## src/hdl/mm1h_pkg.sv

```systemverilog
// Shared types and constants for the MurmurHash1 stream core.
// Used by mm1h_ctrl, mm1h_datapath and murmur1_hash_stream_core; no dependencies.
package mm1h_pkg;

    // Hash constants of the 32-bit MurmurHash1 algorithm.
    localparam logic [31:0] MURMUR_MULT   = 32'hc6a4a793;
    localparam int unsigned MIX_SHIFT     = 16;
    localparam int unsigned FINAL_SHIFT_A = 10;
    localparam int unsigned FINAL_SHIFT_B = 17;

    // Width of the byte count field and the count of a full word.
    localparam int unsigned  BCNT_W    = 3;
    localparam logic [2:0]   BCNT_FULL = 3'd4;

    // Datapath operations issued by the controller, one per cycle.
    typedef enum logic [2:0] {
        OP_NONE,
        OP_START,
        OP_MIX,
        OP_XS16,
        OP_FMUL,
        OP_XS10,
        OP_FINISH
    } op_t;

    // Controller states.
    typedef enum logic [2:0] {
        ST_IDLE,
        ST_MIX,
        ST_SHIFT,
        ST_FMUL_A,
        ST_FMIX_A,
        ST_FMUL_B,
        ST_FMIX_B
    } state_t;

    // Command from controller to datapath.
    typedef struct packed {
        op_t op;
    } dp_cmd_t;

    // Status from datapath to controller.
    typedef struct packed {
        logic word_used;
    } dp_status_t;

    // Mask that keeps the valid low bytes of a word; counts of four and up keep all.
    function automatic logic [31:0] byte_mask(input logic [BCNT_W-1:0] cnt);
        logic [31:0] mask;
        begin
            unique case (cnt)
                3'd0:    mask = 32'h0000_0000;
                3'd1:    mask = 32'h0000_00ff;
                3'd2:    mask = 32'h0000_ffff;
                3'd3:    mask = 32'h00ff_ffff;
                default: mask = 32'hffff_ffff;
            endcase
            return mask;
        end
    endfunction

endpackage

```

## src/hdl/murmur1_hash_stream_core.sv

```systemverilog
// MurmurHash1 (32-bit, zero seed) over a stream of little-endian words.
// A beat runs through the shared constant multiplier and the xor-shift that
// follows each multiply; a first beat also multiplies in the total length, and
// a new beat is taken only in idle. A last beat then runs the final mix, whose
// finishing step waits while an earlier hash is unread. Reset: aresetn, synchronous,
// active low; it idles the controller, clears the running hash, drops m_valid.
module murmur1_hash_stream_core (
    input  logic        aclk,
    input  logic        aresetn,
    input  logic        s_valid,
    output logic        s_ready,
    input  logic [31:0] s_word,
    input  logic [2:0]  s_byte_count,
    input  logic        s_first,
    input  logic        s_last,
    input  logic [31:0] s_total_length,
    output logic        m_valid,
    input  logic        m_ready,
    output logic [31:0] m_hash
);
    import mm1h_pkg::*;

    dp_cmd_t    cmd;
    dp_status_t sts;

    mm1h_ctrl u_ctrl (
        .aclk    (aclk),
        .aresetn (aresetn),
        .s_valid (s_valid),
        .s_first (s_first),
        .s_last  (s_last),
        .s_ready (s_ready),
        .m_ready (m_ready),
        .m_valid (m_valid),
        .sts     (sts),
        .cmd     (cmd)
    );

    mm1h_datapath u_datapath (
        .aclk           (aclk),
        .aresetn        (aresetn),
        .s_word         (s_word),
        .s_byte_count   (s_byte_count),
        .s_first        (s_first),
        .s_last         (s_last),
        .s_total_length (s_total_length),
        .cmd            (cmd),
        .sts            (sts),
        .m_hash         (m_hash)
    );

    // A result is never loaded over one that is still waiting.
    assert property (@(posedge aclk) disable iff (!aresetn)
        !((cmd.op == OP_FINISH) && m_valid && !m_ready))
        else $error("hash register overwritten while stalled");

    // The core is not ready in the cycle after it takes a beat.
    assert property (@(posedge aclk) disable iff (!aresetn)
        (s_valid && s_ready) |=> !s_ready)
        else $error("beat accepted in back-to-back cycles");

    // A new result appears only right after the finishing operation.
    assert property (@(posedge aclk) disable iff (!aresetn)
        $rose(m_valid) |-> $past(cmd.op == OP_FINISH))
        else $error("result valid without final mix");

    // A beat without last never starts the final multiply directly.
    assert property (@(posedge aclk) disable iff (!aresetn)
        (s_valid && s_ready && !s_last) |=> (cmd.op == OP_MIX || cmd.op == OP_XS16))
        else $error("non-last beat skipped its word step");

endmodule

```

## src/hdl/mm1h_ctrl.sv

```systemverilog
// Controller state machine of the MurmurHash1 stream core.
// Depends on mm1h_pkg; drives mm1h_datapath through a command struct.
module mm1h_ctrl (
    input  logic                 aclk,
    input  logic                 aresetn,
    input  logic                 s_valid,
    input  logic                 s_first,
    input  logic                 s_last,
    output logic                 s_ready,
    input  logic                 m_ready,
    output logic                 m_valid,
    input  mm1h_pkg::dp_status_t sts,
    output mm1h_pkg::dp_cmd_t    cmd
);
    import mm1h_pkg::*;

    state_t state_reg, state_next;
    logic   last_reg, last_next;
    logic   out_valid_reg, out_valid_next;

    // State and control registers.
    always_ff @(posedge aclk) begin
        if (!aresetn) begin
            state_reg     <= ST_IDLE;
            last_reg      <= 1'b0;
            out_valid_reg <= 1'b0;
        end else begin
            state_reg     <= state_next;
            last_reg      <= last_next;
            out_valid_reg <= out_valid_next;
        end
    end

    // Next state and datapath commands.
    always_comb begin
        state_next     = state_reg;
        last_next      = last_reg;
        out_valid_next = out_valid_reg && !m_ready;
        s_ready        = 1'b0;
        cmd.op         = OP_NONE;
        unique case (state_reg)
            ST_IDLE: begin
                s_ready = 1'b1;
                if (s_valid) begin
                    cmd.op    = OP_START;
                    last_next = s_last;
                    // A seeded item with data still owes its word step; a later beat with data
                    // already mixed its word in the start cycle; an empty beat goes to the final mix.
                    if (s_first && sts.word_used) begin
                        state_next = ST_MIX;
                    end else if (sts.word_used) begin
                        state_next = ST_SHIFT;
                    end else begin
                        state_next = ST_FMUL_A;
                    end
                end
            end
            ST_MIX: begin
                cmd.op     = OP_MIX;
                state_next = ST_SHIFT;
            end
            ST_SHIFT: begin
                cmd.op     = OP_XS16;
                state_next = last_reg ? ST_FMUL_A : ST_IDLE;
            end
            ST_FMUL_A: begin
                cmd.op     = OP_FMUL;
                state_next = ST_FMIX_A;
            end
            ST_FMIX_A: begin
                cmd.op     = OP_XS10;
                state_next = ST_FMUL_B;
            end
            ST_FMUL_B: begin
                cmd.op     = OP_FMUL;
                state_next = ST_FMIX_B;
            end
            ST_FMIX_B: begin
                // Wait until the output register is free.
                if (!out_valid_reg || m_ready) begin
                    cmd.op         = OP_FINISH;
                    out_valid_next = 1'b1;
                    last_next      = 1'b0;
                    state_next     = ST_IDLE;
                end
            end
            default: begin
                state_next = ST_IDLE;
            end
        endcase
    end

    assign m_valid = out_valid_reg;

endmodule

```

## src/hdl/mm1h_datapath.sv

```systemverilog
// Datapath of the MurmurHash1 stream core: running hash, shared constant
// multiplier and output register. Depends on mm1h_pkg.
module mm1h_datapath (
    input  logic                         aclk,
    input  logic                         aresetn,
    input  logic [31:0]                  s_word,
    input  logic [mm1h_pkg::BCNT_W-1:0]  s_byte_count,
    input  logic                         s_first,
    input  logic                         s_last,
    input  logic [31:0]                  s_total_length,
    input  mm1h_pkg::dp_cmd_t            cmd,
    output mm1h_pkg::dp_status_t         sts,
    output logic [31:0]                  m_hash
);
    import mm1h_pkg::*;

    logic [31:0] acc_reg, acc_next;
    logic [31:0] word_reg, word_next;
    logic [31:0] hash_reg, hash_next;
    logic [31:0] in_word;
    logic [31:0] mul_a;
    logic [63:0] product_full;
    logic [31:0] product;

    // Only the last beat honors its byte count.
    assign in_word       = s_last ? (s_word & byte_mask(s_byte_count)) : s_word;
    assign sts.word_used = !s_last || (s_byte_count != '0);

    // Operand of the shared multiplier by M.
    always_comb begin
        unique case (cmd.op)
            OP_START: mul_a = s_first ? s_total_length : (acc_reg + in_word);
            OP_MIX:   mul_a = acc_reg + word_reg;
            default:  mul_a = acc_reg;
        endcase
    end

    assign product_full = 64'(mul_a) * 64'(MURMUR_MULT);
    assign product      = product_full[31:0];

    // Running hash update for each operation.
    always_comb begin
        acc_next  = acc_reg;
        word_next = word_reg;
        hash_next = hash_reg;
        unique case (cmd.op)
            OP_NONE: begin
            end
            OP_START: begin
                word_next = in_word;
                if (s_first || sts.word_used) begin
                    acc_next = product;
                end
            end
            OP_MIX, OP_FMUL: begin
                acc_next = product;
            end
            OP_XS16: begin
                acc_next = acc_reg ^ (acc_reg >> MIX_SHIFT);
            end
            OP_XS10: begin
                acc_next = acc_reg ^ (acc_reg >> FINAL_SHIFT_A);
            end
            OP_FINISH: begin
                hash_next = acc_reg ^ (acc_reg >> FINAL_SHIFT_B);
                acc_next  = '0;
            end
            default: begin
            end
        endcase
    end

    // The held word and the result register are only read after being loaded.
    always_ff @(posedge aclk) begin
        word_reg <= word_next;
        hash_reg <= hash_next;
    end

    assign m_hash = hash_reg;

    // The running hash restarts from zero after reset.
    always_ff @(posedge aclk) begin
        if (!aresetn) begin
            acc_reg <= '0;
        end else begin
            acc_reg <= acc_next;
        end
    end

endmodule
```

## config.mk

```make
export PLATFORM = sky130hd
export DESIGN_NAME = murmur1_hash_stream_core
export DESIGN_NICKNAME = d
export VERILOG_FILES = /design/src/hdl/mm1h_pkg.sv /design/src/hdl/murmur1_hash_stream_core.sv /design/src/hdl/mm1h_ctrl.sv /design/src/hdl/mm1h_datapath.sv
export SDC_FILE = /design/constraint.sdc
export NUM_CORES = 1
export LEC_CHECK = 0
export BUFFER_PORTS_ARGS = -buffer_cell sky130_fd_sc_hd__buf_2
export CAP_MARGIN = 20
export CELL_PAD_IN_SITES_DETAIL_PLACEMENT = 0
export CELL_PAD_IN_SITES_GLOBAL_PLACEMENT = 1
export CORE_UTILIZATION = 45
export CTS_BUF_LIST = sky130_fd_sc_hd__clkbuf_8
export CTS_CLUSTER_SIZE = 14
export DETAILED_ROUTE_END_ITERATION = 7
export PLACE_DENSITY_LB_ADDON = 0.12
export SYNTH_ARGS = -nofsm -noshare
export SYNTH_HDL_FRONTEND = slang
export SYNTH_SLANG_ARGS = --single-unit
```

## constraint.sdc

```tcl
create_clock -name aclk -period 10 [get_ports aclk]
set_clock_uncertainty 0.15 [all_clocks]
set_input_delay 1 -clock aclk [delete_from_list [all_inputs] [get_ports aclk]]
set_output_delay 1 -clock aclk [all_outputs]
set_load 0.02 [all_outputs]
```

After elaboration in Yosys (flattened, before gate mapping)
Cells that the tools add are included.

cells by class
  bitwise logic cells = 4
  multiplexer cells = 21
  equal/unequal tests = 18
  reduce and logical (&&, ||, !) cells = 18
  multiply operators = 1
  add/subtract/negate cells = 2

operators by type and width
  operator                number
  $pmux 32 s5             1
  $pmux 32 s4             1
  $mux 32                 3
  $add 32x32->32          2
  $pmux 32 s2             1
  $and 32x32->32          1
  $mul 32x31->32 const B  1
  $xor 32x15->32          1
  $xor 32x16->32          1
  $xor 32x22->32          1
  $pmux 3 s7              1
  $eq 3x2->1 const B      6
  $eq 3x3->1 const B      6
  $pmux 3 s6              1
  $mux 3                  4
  $eq 3x1->1 const B      3
  $mux 1                  7
  $logic_not 3->1         2
  $reduce_bool 5->1       1
  $ne 2x1->1 const B      2
  $reduce_and 2->1        2
  $reduce_or 2->1         2
  $logic_not 1->1         3
  $logic_or 1x1->1        3
  7 further kinds         8

word-level totals
  word-level logic and storage cells = 70
  bits in registers = 101
  output and inout bits = 34

Logic depth before layout (Yosys ltp)
  word-level depth = 10
  depth in mapped cells = 44

Hierarchy
From an unflattened synthesis, not the netlist that was laid out.

second synthesis, totals
  cells, all modules = 1890
  area total of the unflattened synthesis = 17538.1 µm²

modules (own cells, without submodules)
  module         times used  seq. area each (µm²)  cells an instance  area each (µm²)
  mm1h_datapath  1           2562.5                1851               17204.0
  mm1h_ctrl      1           100.1                 39                 334.1

Worst setup path after synthesis
OpenSTA, ideal clock, no wires.

  kind = input -> register
  from = in s_byte_count[2]
  to = reg u_datapath.acc_reg[31]
  arrival time = 9.934 ns
  data required time = 9.733 ns
  setup slack = -0.201 ns
  stages on the path = 35
  path buffers = 1
  cell sequence = nand2b_1 -> or3_1 -> clkbuf_1 -> and2_1 -> ha_1 -> a211oi_1 -> o21ai_0 -> a311o_1 -> a21boi_0 -> o21ai_1 -> a21oi_1 -> xnor2_1 -> a222oi_1 -> o21ai_0 -> fa_1 -> ha_1 -> fa_1 -> inv_1 -> fa_1 -> fa_1 -> fa_1 -> fa_1 -> fa_1 -> xnor2_1 -> xnor2_1 -> xnor2_1 -> xnor2_1 -> xnor2_1 -> xnor2_1 -> xnor2_1 -> xnor3_1 -> xor2_1 -> xnor3_1 -> xnor2_1 -> a32o_1

on the way
  longest elaborated chain between the ends = 10
  elaborated cells between the ends (all ways) = 18
  classes of those cells = 1 x add/sub; 1 x mul; 4 x eq/ne; 6 x mux; 1 x bitwise; 5 x reduce/logical

RTL lines
  item                                      RTL line                        text
  from (decl)                               murmur1_hash_stream_core.sv:13  input logic [2:0] s_byte_count,
  $eq 3x2->1, or another cell as far along  mm1h_pkg.sv:51                  unique case (cnt)
  $pmux 32 s4 (*)                           mm1h_pkg.sv:51
  $and 32x32->32 (*)                        mm1h_datapath.sv:26             assign in_word = s_last ? (s_word & byte_mask(s_byte_count)) : s_word;
  $mux 32 (*)                               mm1h_datapath.sv:26
  net u_datapath.in_word[1]                 mm1h_datapath.sv:20             logic [31:0] in_word;
  $add 32x32->32 (*)                        mm1h_datapath.sv:32             OP_START: mul_a = s_first ? s_total_length : (acc_reg + in_word);
  $mux 32 (*)                               mm1h_datapath.sv:32
  $pmux 32 s2 (*)                           mm1h_datapath.sv:31             unique case (cmd.op)
  $mul 32x31->32 (*)                        mm1h_datapath.sv:38             assign product_full = 64'(mul_a) * 64'(MURMUR_MULT);
  $mux 32                                   mm1h_datapath.sv:51             if (s_first || sts.word_used) begin
  $pmux 32 s5 (*)                           mm1h_datapath.sv:46             unique case (cmd.op)
  to (signal assigned)                      mm1h_datapath.sv:86             acc_reg <= acc_next;
  to (decl)                                 mm1h_datapath.sv:17             logic [31:0] acc_reg, acc_next;

Mark *: on every way through the listed nets, which the timed path passes. The rest lies on a longest branch. The select of a mux whose other input is x is not followed.
A chain may end at the register's enable or synchronous reset.

Worst setup path after layout
Ends and elaborated chain as after synthesis.

==> reports/results.ini <==
[outcome]
status=complete, no violations

[layout]
seqCellArea_sq_um=2663
area_delta_synth_final_pct=19.05
post_route_cells_drive_above_1_share_pct=19.80
multiInputGateArea_sq_um=13180
mostFrequentLayoutCell=inv_1
num-nets-final=2684
design_area_sq_um=20310
finalNonFillerCells=2641
most-common-layout-cells=347 x inv_1, 293 x ha_1, 227 x buf_4, 170 x fa_1, 106 x buf_2
fillCellCount=3459

[worst_setup_path]
worst_path_max_delay_cell=fa_1
rrSetupSlack_ns=0.43
timing.reg2reg.worst_path_depth=32
timing.critical_path.from=s_byte_count[2]
worstPathRequired_ns=10.15
critical_path_maximum_fanout=9
setup.worst_path.start_class=input port
setup.worst_path.class=in2reg
crit_arrival_ns=10.04
regToRegStartpoint=u_datapath.acc_reg[1]
setup.worst_path.end_class=flip-flop
critical_path.reg2reg.endpoint=u_datapath.acc_reg[31]
worst_path_largest_cell_delay_ns=0.53

[worst_hold_path]
min_from=u_datapath.acc_reg[23]
hold_path.class=reg2reg
min_delay_path_depth=2
holdPathEnd=u_datapath.acc_reg[23]

[detailed_routing]
drtPass1Iterations=5
dr_total_vias=14570
post_drt_via_cell_ratio=5.516
drt_first_iter_violations=935
route.detailed.wl_per_inst_microns=22.20
route.layer.met1.wl_microns=25050
drt_drc_violations_left=0
finalWirelength_microns=58640
detail-route-antenna-nets=0
routed.top_layer=met4
met3_length_microns=3068
met2_length_microns=28160

[global_route]
grt_overflow=0
pin_count_of_the_biggest_net_entering_global_routing=39
antenna_found_initial=0
grt_first_pass_wirelength_microns=89870
via_count_of_the_first_global_routing_pass=15070
grt_util_all_layers_pct=31.25

[placement]
place.detailed.instances=2615
placed_area_sq_um=19720
place.port_buffers=106
place.detailed.hpwl_microns=49320
finalWeightedCongestion=0.9588

[die]
floorplan.initialDensity_pct=46.16
rows=70
die_w_microns=196.7
num_io_pins=107
die_height_microns=196.7
design.die.area_sq_um=38700
floorplan.core_area_sq_um=36960

[synthesis]
syn_nets=2395
synthArstFlopShare_pct=0
yosys_warnings=0
post_synth_edffs=64
postSynthCellCount=1842
synth.distinct_cells=70
synth.avg_cell_area_sq_um=9.262
postSynthRegisterBits=101
synth.yosys.seq_area_share_pct=15.61
synthFlopType=edfxtp_1
synth.cell_area_sq_um=17060

[timing]
grt_setup_unrepaired=yes
period_needed_ns=9.882
finalMaxSlewViolations=0
hold_violations=0
finalSetupViolCount=0
max_freq_ghz=0.1012
fin_hold_ws_ns=0.4039
share_of_the_clock_period_used_by_the_worst_path_pct=98.82
max-slew-margin-rel_pct=47.40
worst_pin_slew_ns=0.7880
final.setup.tns_ns=0

[clock_network]
cts-root-to-sink-buffers=2
cts_hold_buffers=0
clk_pin_slew_ns=0.11
clkLatencyLatePin_ns=0.41
clk_root_buf=clkbuf_8
tritoncts=yes
cts.htree.levels=3
clock_sinks=101
tritoncts.num_buffers=9

[flow_run]
maximum_capacitance_violations=0

[cells in the mapped netlist, types with 9 or more instances]
library cell  number  area, sq um
nand2b_1          16        100.1
nand2_1           64        240.2
dfxtp_1           37        740.7
nor2b_1           19        118.9
a222oi_1          10        100.1
nor2_1            94        352.8
a21oi_1           85        425.4
nor3b_1           11        82.58
inv_1            351         1318
and2_1            36        225.2
a221o_1           20        200.2
xnor2_1           73        639.4
edfxtp_1          64         1922
o21a_1            16        120.1
clkbuf_1          58        217.7
a22oi_1           20        150.1
ha_1             305         3816
fa_1             175         3503
nand3_1           17        85.08
a31oi_1            9        56.30
o21ai_0           82        410.4
a21o_1            40        300.3
o21bai_1          11        82.58
nor3_1            18        90.09
o221ai_1          13        113.9
xor2_1            50        437.9
a211oi_1          10        75.07
a221oi_1          19        166.4
[how the worst max path moves through the flow]
stage	to
2_1_floorplan	u_datapath.acc_reg[31]
3_3_place_gp	u_datapath.acc_reg[31]
3_5_place_dp	u_datapath.acc_reg[31]
4_1_cts	u_datapath.acc_reg[31]
5_1_grt	u_datapath.acc_reg[31]
6_report	u_datapath.acc_reg[31]
[critical path, delay by kind of cell]
| family | cells | cell delay, ns |
|---|---|---|
| simple gates | 6 | 0.95 |
| xor+xnor | 3 | 0.42 |
| compound gates | 11 | 2.13 |
| fa+ha+maj | 10 | 4.07 |
| buf+inv | 13 | 1.45 |
[final cells by class]
type / instances / share of cell area [%]
Antenna cell: 1 / 0.01232
Timing Repair Buffer: 338 / 11.41
Clock buffer: 9 / 0.6098
Multi-Input combinational cell: 1329 / 64.89
Clock inverter: 7 / 0.3265
Inverter: 352 / 6.542
Sequential cell: 101 / 13.11
Tap cell: 504 / 3.105
[routing by layer]
metal  track usage, %  up-vias
met5                0        -
met4            11.25        0
met3            2.618       90
met2            53.70      454
met1            41.14     7150
li1                 -     6875
[through the flow]
step	util, %	setup slack (ns)
3_5_place_dp	53.36	-0.6965
2_1_floorplan	-	0.009266
3_3_place_gp	53.36	-0.6509
5_1_grt	54.95	-0.2988
6_report	54.96	0.1183
4_1_cts	53.95	0.004951
[what timing repair did]
| item | CTS | global route |
|---|---|---|
| pin swaps | 8 | 34 |
| resized for setup | 10 | 60 |
| setup buffers | 0 | 9 |
| endpoints found under the setup margin | 3 | 6 |
[kinds of logic after synthesis]
group | Yosys count | share of synthesized area [%]
buf+inv | 412 | 9.064
fa+ha+maj | 480 | 42.90
compound gates | 405 | 16.32
mux | 8 | 0.4767
simple gates | 311 | 9.050
xor+xnor | 125 | 6.578
flops | 101 | 15.61
Power is left out: the tool's default activity adds up to more than one toggle a clock period on the data nets, which glitch-free logic cannot reach.
